**src/rtl/core/in_order_reorder_receiver_assert.svh**
```systemverilog
// ----------------------------------------------------------------------------
// in_order_reorder_receiver_assert
// assertion macros shared by the reorder receiver rtl
// ----------------------------------------------------------------------------
`ifndef IN_ORDER_REORDER_RECEIVER_ASSERT_SVH
`define IN_ORDER_REORDER_RECEIVER_ASSERT_SVH

// same-cycle implication, off during reset
`define IORR_ASSERT_NOW(label, clk, rst_n, ante, cons) \
	label: assert property (@(posedge clk) disable iff (!(rst_n)) (ante) |-> (cons)) \
		else $error("reorder receiver: same-cycle check failed");

// next-cycle implication, off during reset
`define IORR_ASSERT_NEXT(label, clk, rst_n, ante, cons) \
	label: assert property (@(posedge clk) disable iff (!(rst_n)) (ante) |=> (cons)) \
		else $error("reorder receiver: next-cycle check failed");

`endif

```
**src/rtl/core/iorr_pkg.sv**
```systemverilog
// ----------------------------------------------------------------------------
// iorr_pkg
// types and codes shared by the in-order reorder receiver
// ----------------------------------------------------------------------------
`default_nettype none

package iorr_pkg;

	// packet type codes
	localparam logic [1:0] OP_DATA  = 2'd0;
	localparam logic [1:0] OP_ACK   = 2'd1;
	localparam logic [1:0] OP_UNSUP = 2'd2;
	localparam logic [1:0] OP_RSVD  = 2'd3;

	// depth of the command queue between front and back
	localparam int CMDQ_DEPTH = 2;

	// result kinds
	typedef enum logic [2:0] {
		KIND_ACK     = 3'd0,
		KIND_DELIVER = 3'd1,
		KIND_NOTED   = 3'd2,
		KIND_BADTYPE = 3'd3,
		KIND_DROPPED = 3'd4
	} kind_t;

	// packet class decided by the front
	typedef enum logic [2:0] {
		CLS_NOTED,
		CLS_BADTYPE,
		CLS_OLD,
		CLS_DROP,
		CLS_STORE
	} cls_t;

	// back sequencer states
	typedef enum logic [1:0] {
		BK_IDLE,
		BK_ACK,
		BK_DELIVER,
		BK_DROP
	} bk_state_t;

	// classified command
	typedef struct packed {
		cls_t        cls;
		logic [31:0] id;
		logic [31:0] payload;
	} cmd_t;

endpackage

`default_nettype wire

```
**src/rtl/core/iorr_front.sv**
```systemverilog
// ----------------------------------------------------------------------------
// iorr_front
// input register and packet classification against the delivery point
// ----------------------------------------------------------------------------
`default_nettype none

module iorr_front #(
	parameter int WINDOW = 16
) (
	input  wire                                clk,
	input  wire                                arst_n,
	input  wire                                accept,
	input  wire  [1:0]                         op,
	input  wire  [31:0]                        pkt_id,
	input  wire  [31:0]                        payload,
	input  wire  [31:0]                        last_delivered,
	input  wire  [$clog2(WINDOW)-1:0]          ld_idx,
	input  wire                                q_full,
	output logic                               q_push,
	output iorr_pkg::cmd_t                     q_cmd,
	output logic [$clog2(WINDOW)-1:0]          q_slot,
	output logic                               occupied
);

	localparam int IDX_W = $clog2(WINDOW);

	logic                 valid_s1;
	logic [1:0]           op_s1;
	logic [31:0]          id_s1;
	logic [31:0]          pay_s1;

	logic [31:0]          diff;
	logic [IDX_W:0]       slot_sum;

	always_ff @(posedge clk or negedge arst_n) begin
		if (!arst_n) begin
			valid_s1 <= 1'b0;
		end else if (accept) begin
			valid_s1 <= 1'b1;
		end else if (q_push) begin
			valid_s1 <= 1'b0;
		end
	end

	always_ff @(posedge clk) begin
		if (accept) begin
			op_s1  <= op;
			id_s1  <= pkt_id;
			pay_s1 <= payload;
		end
	end

	// distance past the delivery point, and ring slot for in-window ids
	assign diff     = id_s1 - last_delivered;
	assign slot_sum = {1'b0, ld_idx} + diff[IDX_W:0];

	always_comb begin
		q_cmd.id      = id_s1;
		q_cmd.payload = pay_s1;
		q_slot        = (slot_sum >= (IDX_W+1)'(WINDOW)) ?
			IDX_W'(slot_sum - (IDX_W+1)'(WINDOW)) : IDX_W'(slot_sum);
		case (op_s1)
			iorr_pkg::OP_ACK: q_cmd.cls = iorr_pkg::CLS_NOTED;
			iorr_pkg::OP_DATA: begin
				if (id_s1 <= last_delivered)
					q_cmd.cls = iorr_pkg::CLS_OLD;
				else if (diff > 32'(WINDOW))
					q_cmd.cls = iorr_pkg::CLS_DROP;
				else
					q_cmd.cls = iorr_pkg::CLS_STORE;
			end
			default: q_cmd.cls = iorr_pkg::CLS_BADTYPE;
		endcase
	end

	assign q_push   = valid_s1 && !q_full;
	assign occupied = valid_s1;

endmodule

`default_nettype wire

```
**src/rtl/core/iorr_cmdq.sv**
```systemverilog
// ----------------------------------------------------------------------------
// iorr_cmdq
// short command queue between classification and execution
// ----------------------------------------------------------------------------
`default_nettype none

module iorr_cmdq #(
	parameter int WINDOW = 16
) (
	input  wire                                clk,
	input  wire                                arst_n,
	input  wire                                push,
	input  iorr_pkg::cmd_t                     push_cmd,
	input  wire  [$clog2(WINDOW)-1:0]          push_slot,
	input  wire                                pop,
	output iorr_pkg::cmd_t                     head_cmd,
	output logic [$clog2(WINDOW)-1:0]          head_slot,
	output logic                               full,
	output logic                               empty
);

	localparam int IDX_W = $clog2(WINDOW);
	localparam int PTR_W = $clog2(iorr_pkg::CMDQ_DEPTH);
	localparam int CNT_W = $clog2(iorr_pkg::CMDQ_DEPTH + 1);

	iorr_pkg::cmd_t       cmd_q  [iorr_pkg::CMDQ_DEPTH];
	logic [IDX_W-1:0]     slot_q [iorr_pkg::CMDQ_DEPTH];
	logic [PTR_W-1:0]     wr_ptr_q;
	logic [PTR_W-1:0]     rd_ptr_q;
	logic [CNT_W-1:0]     count_q;

	logic                 do_push;
	logic                 do_pop;

	assign full    = (count_q == CNT_W'(iorr_pkg::CMDQ_DEPTH));
	assign empty   = (count_q == '0);
	assign do_push = push && !full;
	assign do_pop  = pop && !empty;

	always_ff @(posedge clk or negedge arst_n) begin
		if (!arst_n) begin
			wr_ptr_q <= '0;
			rd_ptr_q <= '0;
			count_q  <= '0;
		end else begin
			if (do_push)
				wr_ptr_q <= (wr_ptr_q == PTR_W'(iorr_pkg::CMDQ_DEPTH - 1)) ?
					'0 : wr_ptr_q + 1'b1;
			if (do_pop)
				rd_ptr_q <= (rd_ptr_q == PTR_W'(iorr_pkg::CMDQ_DEPTH - 1)) ?
					'0 : rd_ptr_q + 1'b1;
			if (do_push && !do_pop)
				count_q <= count_q + 1'b1;
			else if (do_pop && !do_push)
				count_q <= count_q - 1'b1;
		end
	end

	always_ff @(posedge clk) begin
		if (do_push) begin
			cmd_q[wr_ptr_q]  <= push_cmd;
			slot_q[wr_ptr_q] <= push_slot;
		end
	end

	assign head_cmd  = cmd_q[rd_ptr_q];
	assign head_slot = slot_q[rd_ptr_q];

endmodule

`default_nettype wire

```
**src/rtl/core/iorr_back.sv**
```systemverilog
// ----------------------------------------------------------------------------
// iorr_back
// slot ring, delivery sequencer and result register
// ----------------------------------------------------------------------------
`default_nettype none

module iorr_back #(
	parameter int WINDOW = 16
) (
	input  wire                                clk,
	input  wire                                arst_n,
	input  wire                                q_empty,
	input  iorr_pkg::cmd_t                     q_cmd,
	input  wire  [$clog2(WINDOW)-1:0]          q_slot,
	output logic                               q_pop,
	input  wire                                deliver_enable,
	output logic [31:0]                        last_delivered,
	output logic [$clog2(WINDOW)-1:0]          ld_idx,
	output logic                               idle,
	output logic                               res_stb,
	output logic [2:0]                         kind,
	output logic [31:0]                        out_id,
	output logic [31:0]                        out_payload,
	output logic                               confirmed,
	output logic                               last_of_run
);

	localparam int IDX_W = $clog2(WINDOW);

	iorr_pkg::bk_state_t  state_q, state_d;
	logic [31:0]          ld_q, ld_d;
	logic [IDX_W-1:0]     ld_idx_q, ld_idx_d;
	logic                 hs_q, hs_d;
	logic [31:0]          cur_id_q, cur_id_d;
	logic [WINDOW-1:0]    valid_q;

	logic [31:0]          slot_mem_q [WINDOW];
	logic [31:0]          rd_data_q;
	logic [IDX_W-1:0]     rd_addr;
	logic                 wr_en;

	logic                 set_en;
	logic                 clr_en;
	logic [IDX_W-1:0]     clr_idx;

	logic                 stb_q, stb_d;
	iorr_pkg::kind_t      kind_q, kind_d;
	logic [31:0]          id_q, id_d;
	logic [31:0]          pay_q, pay_d;
	logic                 conf_q, conf_d;
	logic                 last_q, last_d;

	logic [IDX_W-1:0]     nidx;
	logic [IDX_W-1:0]     nnidx;
	logic [31:0]          ld_inc;
	logic                 more;

	// ring increment
	assign nidx   = (ld_idx_q == IDX_W'(WINDOW - 1)) ? '0 : ld_idx_q + 1'b1;
	assign nnidx  = (nidx == IDX_W'(WINDOW - 1)) ? '0 : nidx + 1'b1;
	assign ld_inc = ld_q + 32'd1;

	always_ff @(posedge clk or negedge arst_n) begin
		if (!arst_n) begin
			state_q  <= iorr_pkg::BK_IDLE;
			ld_q     <= '0;
			ld_idx_q <= '0;
			hs_q     <= 1'b0;
			valid_q  <= '0;
			stb_q    <= 1'b0;
		end else begin
			state_q  <= state_d;
			ld_q     <= ld_d;
			ld_idx_q <= ld_idx_d;
			hs_q     <= hs_d;
			stb_q    <= stb_d;
			if (set_en)
				valid_q[q_slot] <= 1'b1;
			if (clr_en)
				valid_q[clr_idx] <= 1'b0;
		end
	end

	always_ff @(posedge clk) begin
		cur_id_q <= cur_id_d;
		kind_q   <= kind_d;
		id_q     <= id_d;
		pay_q    <= pay_d;
		conf_q   <= conf_d;
		last_q   <= last_d;
	end

	// payload ring
	always_ff @(posedge clk) begin
		if (wr_en)
			slot_mem_q[q_slot] <= q_cmd.payload;
		rd_data_q <= slot_mem_q[rd_addr];
	end

	always_comb begin
		state_d  = state_q;
		ld_d     = ld_q;
		ld_idx_d = ld_idx_q;
		hs_d     = hs_q;
		cur_id_d = cur_id_q;
		q_pop    = 1'b0;
		wr_en    = 1'b0;
		set_en   = 1'b0;
		clr_en   = 1'b0;
		clr_idx  = nidx;
		rd_addr  = nidx;
		more     = 1'b0;
		stb_d    = 1'b0;
		kind_d   = iorr_pkg::KIND_ACK;
		id_d     = cur_id_q;
		pay_d    = '0;
		conf_d   = hs_q;
		last_d   = 1'b1;
		case (state_q)
			iorr_pkg::BK_IDLE: begin
				if (!q_empty) begin
					q_pop    = 1'b1;
					cur_id_d = q_cmd.id;
					case (q_cmd.cls)
						iorr_pkg::CLS_NOTED: begin
							hs_d   = 1'b1;
							stb_d  = 1'b1;
							kind_d = iorr_pkg::KIND_NOTED;
							id_d   = q_cmd.id;
							conf_d = 1'b1;
						end
						iorr_pkg::CLS_OLD: begin
							stb_d  = 1'b1;
							kind_d = iorr_pkg::KIND_ACK;
							id_d   = q_cmd.id;
						end
						iorr_pkg::CLS_DROP: begin
							stb_d   = 1'b1;
							kind_d  = iorr_pkg::KIND_ACK;
							id_d    = q_cmd.id;
							last_d  = 1'b0;
							state_d = iorr_pkg::BK_DROP;
						end
						iorr_pkg::CLS_STORE: begin
							wr_en   = 1'b1;
							set_en  = 1'b1;
							state_d = iorr_pkg::BK_ACK;
						end
						default: begin
							stb_d  = 1'b1;
							kind_d = iorr_pkg::KIND_BADTYPE;
							id_d   = '0;
						end
					endcase
				end
			end
			iorr_pkg::BK_ACK: begin
				// slot was written last cycle; look at the next one in order
				more    = deliver_enable && (ld_q != '1) && valid_q[nidx];
				stb_d   = 1'b1;
				kind_d  = iorr_pkg::KIND_ACK;
				id_d    = cur_id_q;
				last_d  = !more;
				state_d = more ? iorr_pkg::BK_DELIVER : iorr_pkg::BK_IDLE;
			end
			iorr_pkg::BK_DELIVER: begin
				// rd_data_q holds slot nidx, fetch the one after
				more     = (ld_inc != '1) && valid_q[nnidx];
				rd_addr  = nnidx;
				clr_en   = 1'b1;
				ld_d     = ld_inc;
				ld_idx_d = nidx;
				stb_d    = 1'b1;
				kind_d   = iorr_pkg::KIND_DELIVER;
				id_d     = ld_inc;
				pay_d    = rd_data_q;
				last_d   = !more;
				state_d  = more ? iorr_pkg::BK_DELIVER : iorr_pkg::BK_IDLE;
			end
			iorr_pkg::BK_DROP: begin
				stb_d   = 1'b1;
				kind_d  = iorr_pkg::KIND_DROPPED;
				id_d    = cur_id_q;
				state_d = iorr_pkg::BK_IDLE;
			end
			default: begin
				state_d = iorr_pkg::BK_IDLE;
			end
		endcase
	end

	assign last_delivered = ld_q;
	assign ld_idx         = ld_idx_q;
	assign idle           = (state_q == iorr_pkg::BK_IDLE);
	assign res_stb        = stb_q;
	assign kind           = kind_q;
	assign out_id         = id_q;
	assign out_payload    = pay_q;
	assign confirmed      = conf_q;
	assign last_of_run    = last_q;

endmodule

`default_nettype wire

```
**src/rtl/core/in_order_reorder_receiver.sv**
```systemverilog
// ----------------------------------------------------------------------------
// in_order_reorder_receiver
// receive side of a selective-repeat link: ack, reorder, in-order delivery
// ----------------------------------------------------------------------------
//
// channel   direction  handshake             word
// -------   ---------  --------------------  ---------------------------------
// packet    in         start && !busy        op, pkt_id, payload
// result    out        res_stb (one cycle)   kind, out_id, out_payload,
//                                            confirmed, last_of_run
// config    in         cfg_we                cfg_wdata -> deliver_enable
//
// an ack, unsupported or old packet gives one result, a dropped packet an ack and a
// drop result, a stored packet an ack and then k <= WINDOW
// deliveries, one per cycle through the single read port of the payload ring
// first result: input reg, queue, BK_ACK if stored, result reg; rest back to back
// async reset clears control state and all slot valid bits at once; no sweep
// results cannot be stalled; busy holds off new packets while one is in flight
// ----------------------------------------------------------------------------
`default_nettype none

module in_order_reorder_receiver #(
	parameter int WINDOW = 16
) (
	input  wire         clk,
	input  wire         arst_n,
	input  wire         start,
	output logic        busy,
	input  wire  [1:0]  op,
	input  wire  [31:0] pkt_id,
	input  wire  [31:0] payload,
	input  wire         cfg_we,
	input  wire         cfg_wdata,
	output logic        res_stb,
	output logic [2:0]  kind,
	output logic [31:0] out_id,
	output logic [31:0] out_payload,
	output logic        confirmed,
	output logic        last_of_run
);

	localparam int IDX_W = $clog2(WINDOW);

	// consumer attached flag, comes up enabled
	logic                 deliver_enable_q;

	logic                 accept;
	logic                 front_busy;
	logic                 back_idle;

	// front to queue
	logic                 q_push;
	iorr_pkg::cmd_t       push_cmd;
	logic [IDX_W-1:0]     push_slot;
	logic                 q_full;

	// queue to back
	logic                 q_pop;
	logic                 q_empty;
	iorr_pkg::cmd_t       head_cmd;
	logic [IDX_W-1:0]     head_slot;

	// delivery point fed back for classification
	logic [31:0]          last_delivered;
	logic [IDX_W-1:0]     ld_idx;

	// delivery strobes, for the checks
	logic                 dlv_stb;
	logic                 dlv_more;

	always_ff @(posedge clk or negedge arst_n) begin
		if (!arst_n) begin
			deliver_enable_q <= 1'b1;
		end else if (cfg_we) begin
			deliver_enable_q <= cfg_wdata;
		end
	end

	// one packet in flight at a time: classification reads the delivery
	// point, which is only final once the previous run has drained
	assign busy   = front_busy || !q_empty || !back_idle;
	assign accept = start && !busy;

	iorr_front #(
		.WINDOW(WINDOW)
	) u_front (
		.clk            (clk),
		.arst_n         (arst_n),
		.accept         (accept),
		.op             (op),
		.pkt_id         (pkt_id),
		.payload        (payload),
		.last_delivered (last_delivered),
		.ld_idx         (ld_idx),
		.q_full         (q_full),
		.q_push         (q_push),
		.q_cmd          (push_cmd),
		.q_slot         (push_slot),
		.occupied       (front_busy)
	);

	iorr_cmdq #(
		.WINDOW(WINDOW)
	) u_cmdq (
		.clk       (clk),
		.arst_n    (arst_n),
		.push      (q_push),
		.push_cmd  (push_cmd),
		.push_slot (push_slot),
		.pop       (q_pop),
		.head_cmd  (head_cmd),
		.head_slot (head_slot),
		.full      (q_full),
		.empty     (q_empty)
	);

	iorr_back #(
		.WINDOW(WINDOW)
	) u_back (
		.clk            (clk),
		.arst_n         (arst_n),
		.q_empty        (q_empty),
		.q_cmd          (head_cmd),
		.q_slot         (head_slot),
		.q_pop          (q_pop),
		.deliver_enable (deliver_enable_q),
		.last_delivered (last_delivered),
		.ld_idx         (ld_idx),
		.idle           (back_idle),
		.res_stb        (res_stb),
		.kind           (kind),
		.out_id         (out_id),
		.out_payload    (out_payload),
		.confirmed      (confirmed),
		.last_of_run    (last_of_run)
	);

	// ------------------------------------------------------------------------
	// checks
	// ------------------------------------------------------------------------
`include "in_order_reorder_receiver_assert.svh"

	assign dlv_stb  = res_stb && (kind == iorr_pkg::KIND_DELIVER);
	assign dlv_more = dlv_stb && !last_of_run;

	// an accepted packet keeps the block busy in the following cycle
	`IORR_ASSERT_NEXT(a_accept_busy, clk, arst_n, accept, busy)

	// results of one packet come out without gaps
	`IORR_ASSERT_NEXT(a_run_contiguous, clk, arst_n, res_stb && !last_of_run, res_stb)

	// a delivery run walks ids upward one at a time
	`IORR_ASSERT_NEXT(a_dlv_order, clk, arst_n, dlv_more, dlv_stb && out_id == $past(out_id) + 1'b1)

	// handshake confirmation is sticky
	`IORR_ASSERT_NOW(a_confirmed_sticky, clk, arst_n, 1'b1, !$fell(confirmed))

endmodule

`default_nettype wire

```
**config.mk**
```make
export PLATFORM = sky130hd
export DESIGN_NAME = in_order_reorder_receiver
export DESIGN_NICKNAME = d
export VERILOG_FILES = /design/src/rtl/core/iorr_pkg.sv /design/src/rtl/core/iorr_front.sv /design/src/rtl/core/iorr_cmdq.sv /design/src/rtl/core/iorr_back.sv /design/src/rtl/core/in_order_reorder_receiver.sv
export VERILOG_INCLUDE_DIRS = /design/src /design/src/rtl/core
export SDC_FILE = /design/constraint.sdc
export NUM_CORES = 1
export LEC_CHECK = 0
export BUFFER_PORTS_ARGS = -buffer_cell sky130_fd_sc_hd__buf_2
export CORE_ASPECT_RATIO = 0.75
export CORE_MARGIN = 3
export CORE_UTILIZATION = 65
export DETAILED_ROUTE_END_ITERATION = 8
export GPL_ROUTABILITY_DRIVEN = 0
export PLACE_DENSITY = 0.83
export SYNTH_ARGS = -nofsm -noshare
export SYNTH_HDL_FRONTEND = slang
export SYNTH_HIERARCHICAL = 1
export SYNTH_SLANG_ARGS = --single-unit
```
**constraint.sdc**
```tcl
create_clock -name clk -period 7.64 [get_ports clk]
set_input_delay 1.528 -clock clk [delete_from_list [all_inputs] [get_ports clk]]
set_output_delay 1.528 -clock clk [all_outputs]
set_load 0.02 [all_outputs]
```
==> results.tsv <==
stage	metric	value	unit
cells_and_area	fillers	3137	
drt	via-per-instance ratio	6.76	
logic_synthesis	EDFF count, synth	752	
drt	DRT iter0 DRCs	2799	
timing	Tcrit/Tclk final	55.6	%
power	NetSw	5620	µW
logic_synthesis	Synth area leader	edfxtp_1	
timing	setup_tns	0	ns
floorplanning	row cnt	75	
logic_synthesis	Main synth FF type	edfxtp_1	
clocking	CTS tree	done	
run	max cap viols	0	
logic_synthesis	Mapped Nets	2275	
power	Pwr Density	409	nW/µm²
worst_setup_path	Slowest cell on crit path	nor3_1	
worst_setup_path	R2R depth	11	
worst_setup_path	worst setup path endpoint	u_cmdq/cmd_q[1][65]	
power	Sw Ratio	33.2	%
timing	Hold Fails Final Rpt	0	
worst_hold_path	HP Class	reg2reg	
worst_setup_path	CP cell instances	inv_1 -> ha_1 -> a21oi_1 -> o21a_1 -> nor2_1 -> nor3_1 -> nor3_1 -> a2111o_1 -> nor4_1 -> nand4_1 -> nor3b_1	
power	Pleak	0.0143	µW
clocking	PostCTS Resize Cnt	0	
timing	max-slew violations	0	
logic_synthesis	Syn Inst Count	2159	
cells_and_area	n_diodes	0	
clocking	Num CTS Buffers	84	
logic_synthesis	top cell type's share of synthesized area	60.8	%
worst_setup_path	CP Data Arrival Time	4.63	ns
grt	Overall Global Routing Usage	29.4	%
timing	RSZ-0062 raised after global routing	false	
grt	first-pass GRT wire length	130	mm
worst_hold_path	depth of the worst hold-timing path	1	
drt	Post-route DRC	7	
clocking	clock sinks	915	
logic_synthesis	post-synthesis sequential area ratio	70.4	%
timing	Fin Clk Skew	0.0230	ns
worst_setup_path	crit path from	u_back/last_delivered[7]	
grt	vias in the first global route	21000	
power	clock share of power	24.4	%
clocking	H-tree depth	3	
worst_setup_path	required time worst endpoint	8.02	ns
floorplanning	die area	60100	µm²
clocking	clk buf depth	3	
logic_synthesis	Distinct cells, synth	94	
clocking	Root Driver	clkbuf_16	
timing	Worst Tran Pin Value	1.31	ns
drt	Detail Route Antenna Nets	0	
status	violated checks	design-rule violations	
cells_and_area	fin nets	2429	
grt	antenna violations before repair	3	
logic_synthesis	Mapped Avg Cell Area	17.2	µm²
timing	worst hold slack	0.424	ns
drt	overall routed net length	86.8	mm
clocking	clk slew on worst S/H paths	0.07	ns
worst_setup_path	crit-path max cell delay	1.05	ns
grt	Overflow after GRT	0	
power	Power Internal	11300	µW
floorplanning	Die Ht	213	µm
worst_setup_path	R2R Setup Slk	3.39	ns
clocking	postcts setup bufs	0	
worst_setup_path	Critical Path Source Type	flip-flop	
worst_setup_path	worst r2r dst	u_cmdq/cmd_q[1][65]	
power	Comb pwr share	35.2	%
floorplanning	Core Region	56200	µm²
floorplanning	Starting Density	66.1	%
logic_synthesis	synth warn	6	
timing	fin crit period	4.25	ns
drt	total number of vias	21000	
worst_setup_path	crit path capture type	flip-flop	
drt	first-pass iteration count of the detailed router	9	
place	port bufs	141	
worst_setup_path	kind of critical path	reg2reg	
timing	Rel. slew slack	11.7	%
floorplanning	Die X	282	µm
logic_synthesis	FF+latch count, synth	915	
clocking	clk_lat worst skew	0.64	ns
logic_synthesis	largest cells by area after synthesis	edfxtp_1 (61%), mux4_2 (8.3%), dfxtp_1 (5.4%)	
power	Peak VDD IR	650	µV
cells_and_area	share of cells above drive strength 1	23.8	%
worst_setup_path	RR Startpoint	u_back/last_delivered[7]	
worst_setup_path	CP Max Fanout	10	
clocking	number of hold buffers added after cts	0	
timing	Max Clock Freq	235	MHz
floorplanning	I/O pin total	142	
place	Post-DP HPWL	49.2	mm
cells_and_area	Synth-to-Final Area Change	11.1	%
grt	largest net degree at the start of global routing	129	
drt	average wire per cell in the routed design	27.9	µm
logic_synthesis	FFs w/ async S/R, synth	6.78	%
logic_synthesis	Netlist Area Pre-Place	37200	µm²
worst_hold_path	Worst Hold Launch	u_back/rd_data_q[10]	
timing	Final setup viols	0	
status	outcome	finished, violations left	
worst_setup_path	most used cell, CP	nor3_1	
power	sequential fraction of design power	40.4	%
logic make-up after synthesis:
| logic type | count (synthesis) | synth area share, % |
|---|---|---|
| XOR/XNOR | 80 | 1.89 |
| multiplexers | 249 | 12.3 |
| buffers and inverters | 169 | 2.54 |
| flip-flops | 915 | 70.4 |
| adder cells (fa/ha/maj) | 45 | 1.56 |
| AND/OR/NAND/NOR | 392 | 5.67 |
| AO/OA/AOI/OAI | 309 | 5.71 |
layout make-up:
class / count / area [µm²] / share of cell area, %
clock buffers: 121 / 2370 / 5.75
clock inverters: 36 / 337 / 0.815
inverters: 61 / 229 / 0.555
multi-input cells: 1075 / 10300 / 24.9
flip-flops and latches: 915 / 26200 / 63.4
well taps: 731 / 915 / 2.22
repair buffers: 176 / 991 / 2.40
cell usage in the layout, fill, tap and decap left out, drive strengths merged, types with 5 or more instances in the layout:
master,netlist,layout
nand4,31,31
nor3,31,31
a21o,8,8
a22oi,25,25
o21a,10,10
and2,35,35
inv,61,66
nand2b,11,11
clkbuf,43,122
nor2b,39,39
ha,43,43
nor2,75,75
or4,9,9
xnor2,45,45
or3,9,9
nor4,15,15
nand3,31,31
mux4,137,137
and3,8,8
a211oi,43,43
mux2i,39,39
a31oi,5,5
nand2,78,78
a221o,6,6
o211ai,6,6
dfxtp,101,101
o21ai,64,64
buf,65,175
o22a,15,15
mux2,73,73
edfxtp,752,752
clkinv,0,24
dfrtp,61,61
a21oi,86,86
xor2,35,35
routing by layer:
layer | global-route usage (%) | vias to the layer above | share of wire, %
met4 | 8.94 | 2 | 2.9
met5 | 0 | - | 0.015
met3 | 7.76 | 206 | 11
met1 | 43.5 | 10700 | 40
li1 | - | 8771 | -
met2 | 43.8 | 1384 | 46
registers in the layout, indices dropped and copies added, names as in the netlist, 2 cells and up:
| signal | flops |
|---|---|
| u_back/kind | 3 |
| u_back/out_id | 32 |
| u_back/rd_data_q | 32 |
| u_back/ld_idx | 4 |
| u_back/valid_q | 16 |
| u_cmdq/slot_q | 8 |
| u_back/state_q | 2 |
| u_back/slot_mem_q | 512 |
| u_cmdq/cmd_q | 134 |
| u_back/cur_id_q | 32 |
| u_front/op_s1 | 2 |
| u_cmdq/count_q | 2 |
| u_back/out_payload | 32 |
| u_front/pay_s1 | 32 |
| u_back/last_delivered | 32 |
| u_front/id_s1 | 32 |
through the flow:
step	power [µW]	worst slack (ns)	cells	util, %	cell area (µm²)
detailed placement	12700	3.38	2957	68.6	38600
global route	17600	3.16	3115	73.4	41300
global placement	12500	3.60	2957	68.6	38600
CTS	16900	3.35	3114	73.4	41300
finish	16900	3.39	3115	73.4	41300
floorplan	11200	2.64	2159	-	37200
power by group through the flow:
stage	Combinational, µW	Sequential [µW]	Clock (µW)
after floorplan	4330	6890	0
after global placement	5600	6850	0
after detailed placement	5770	6900	0
after CTS	5920	6820	4180
after global routing	6340	6870	4380
final	5950	6820	4130
synth_stat cells (7+ instances only):
library cell / n
nand2_1: 78
buf_12: 7
a22oi_1: 25
and3_1: 7
mux4_2: 137
and2_1: 35
buf_4: 15
o21a_1: 10
inv_1: 61
nor2b_1: 39
a21oi_1: 78
a21o_1: 8
dfxtp_1: 101
nand4_1: 28
clkbuf_1: 35
buf_6: 9
xor2_1: 35
buf_1: 7
nand2b_1: 11
o22a_1: 15
dfrtp_1: 61
mux2i_1: 39
ha_1: 43
nor2_1: 75
a211oi_1: 40
nor3_1: 31
o21ai_0: 57
or3_1: 7
edfxtp_1: 752
xnor2_1: 45
mux2_4: 70
nor4_1: 12
nand3_1: 31
buf_2: 27
how the worst min path moves through the flow:
stage / end / slack, ns
floorplan: u_back/out_payload[0] / 0.41
global placement: u_back/out_payload[6] / 0.41
detailed placement: u_back/out_payload[10] / 0.41
CTS: u_back/out_payload[10] / 0.43
global route: u_back/out_payload[10] / 0.44
finish: u_back/out_payload[10] / 0.42
worst max-delay path: cells and delay by family, from the launching register on:
family	cells	cell delay, ns
adders and majority gates	1	0.37
AOI/OAI and AO/OA	3	0.99
buffers and inverters	1	0.09
DFF	1	0.56
and+or+nand+nor	6	1.98
Power figures use the tool's default switching activity.
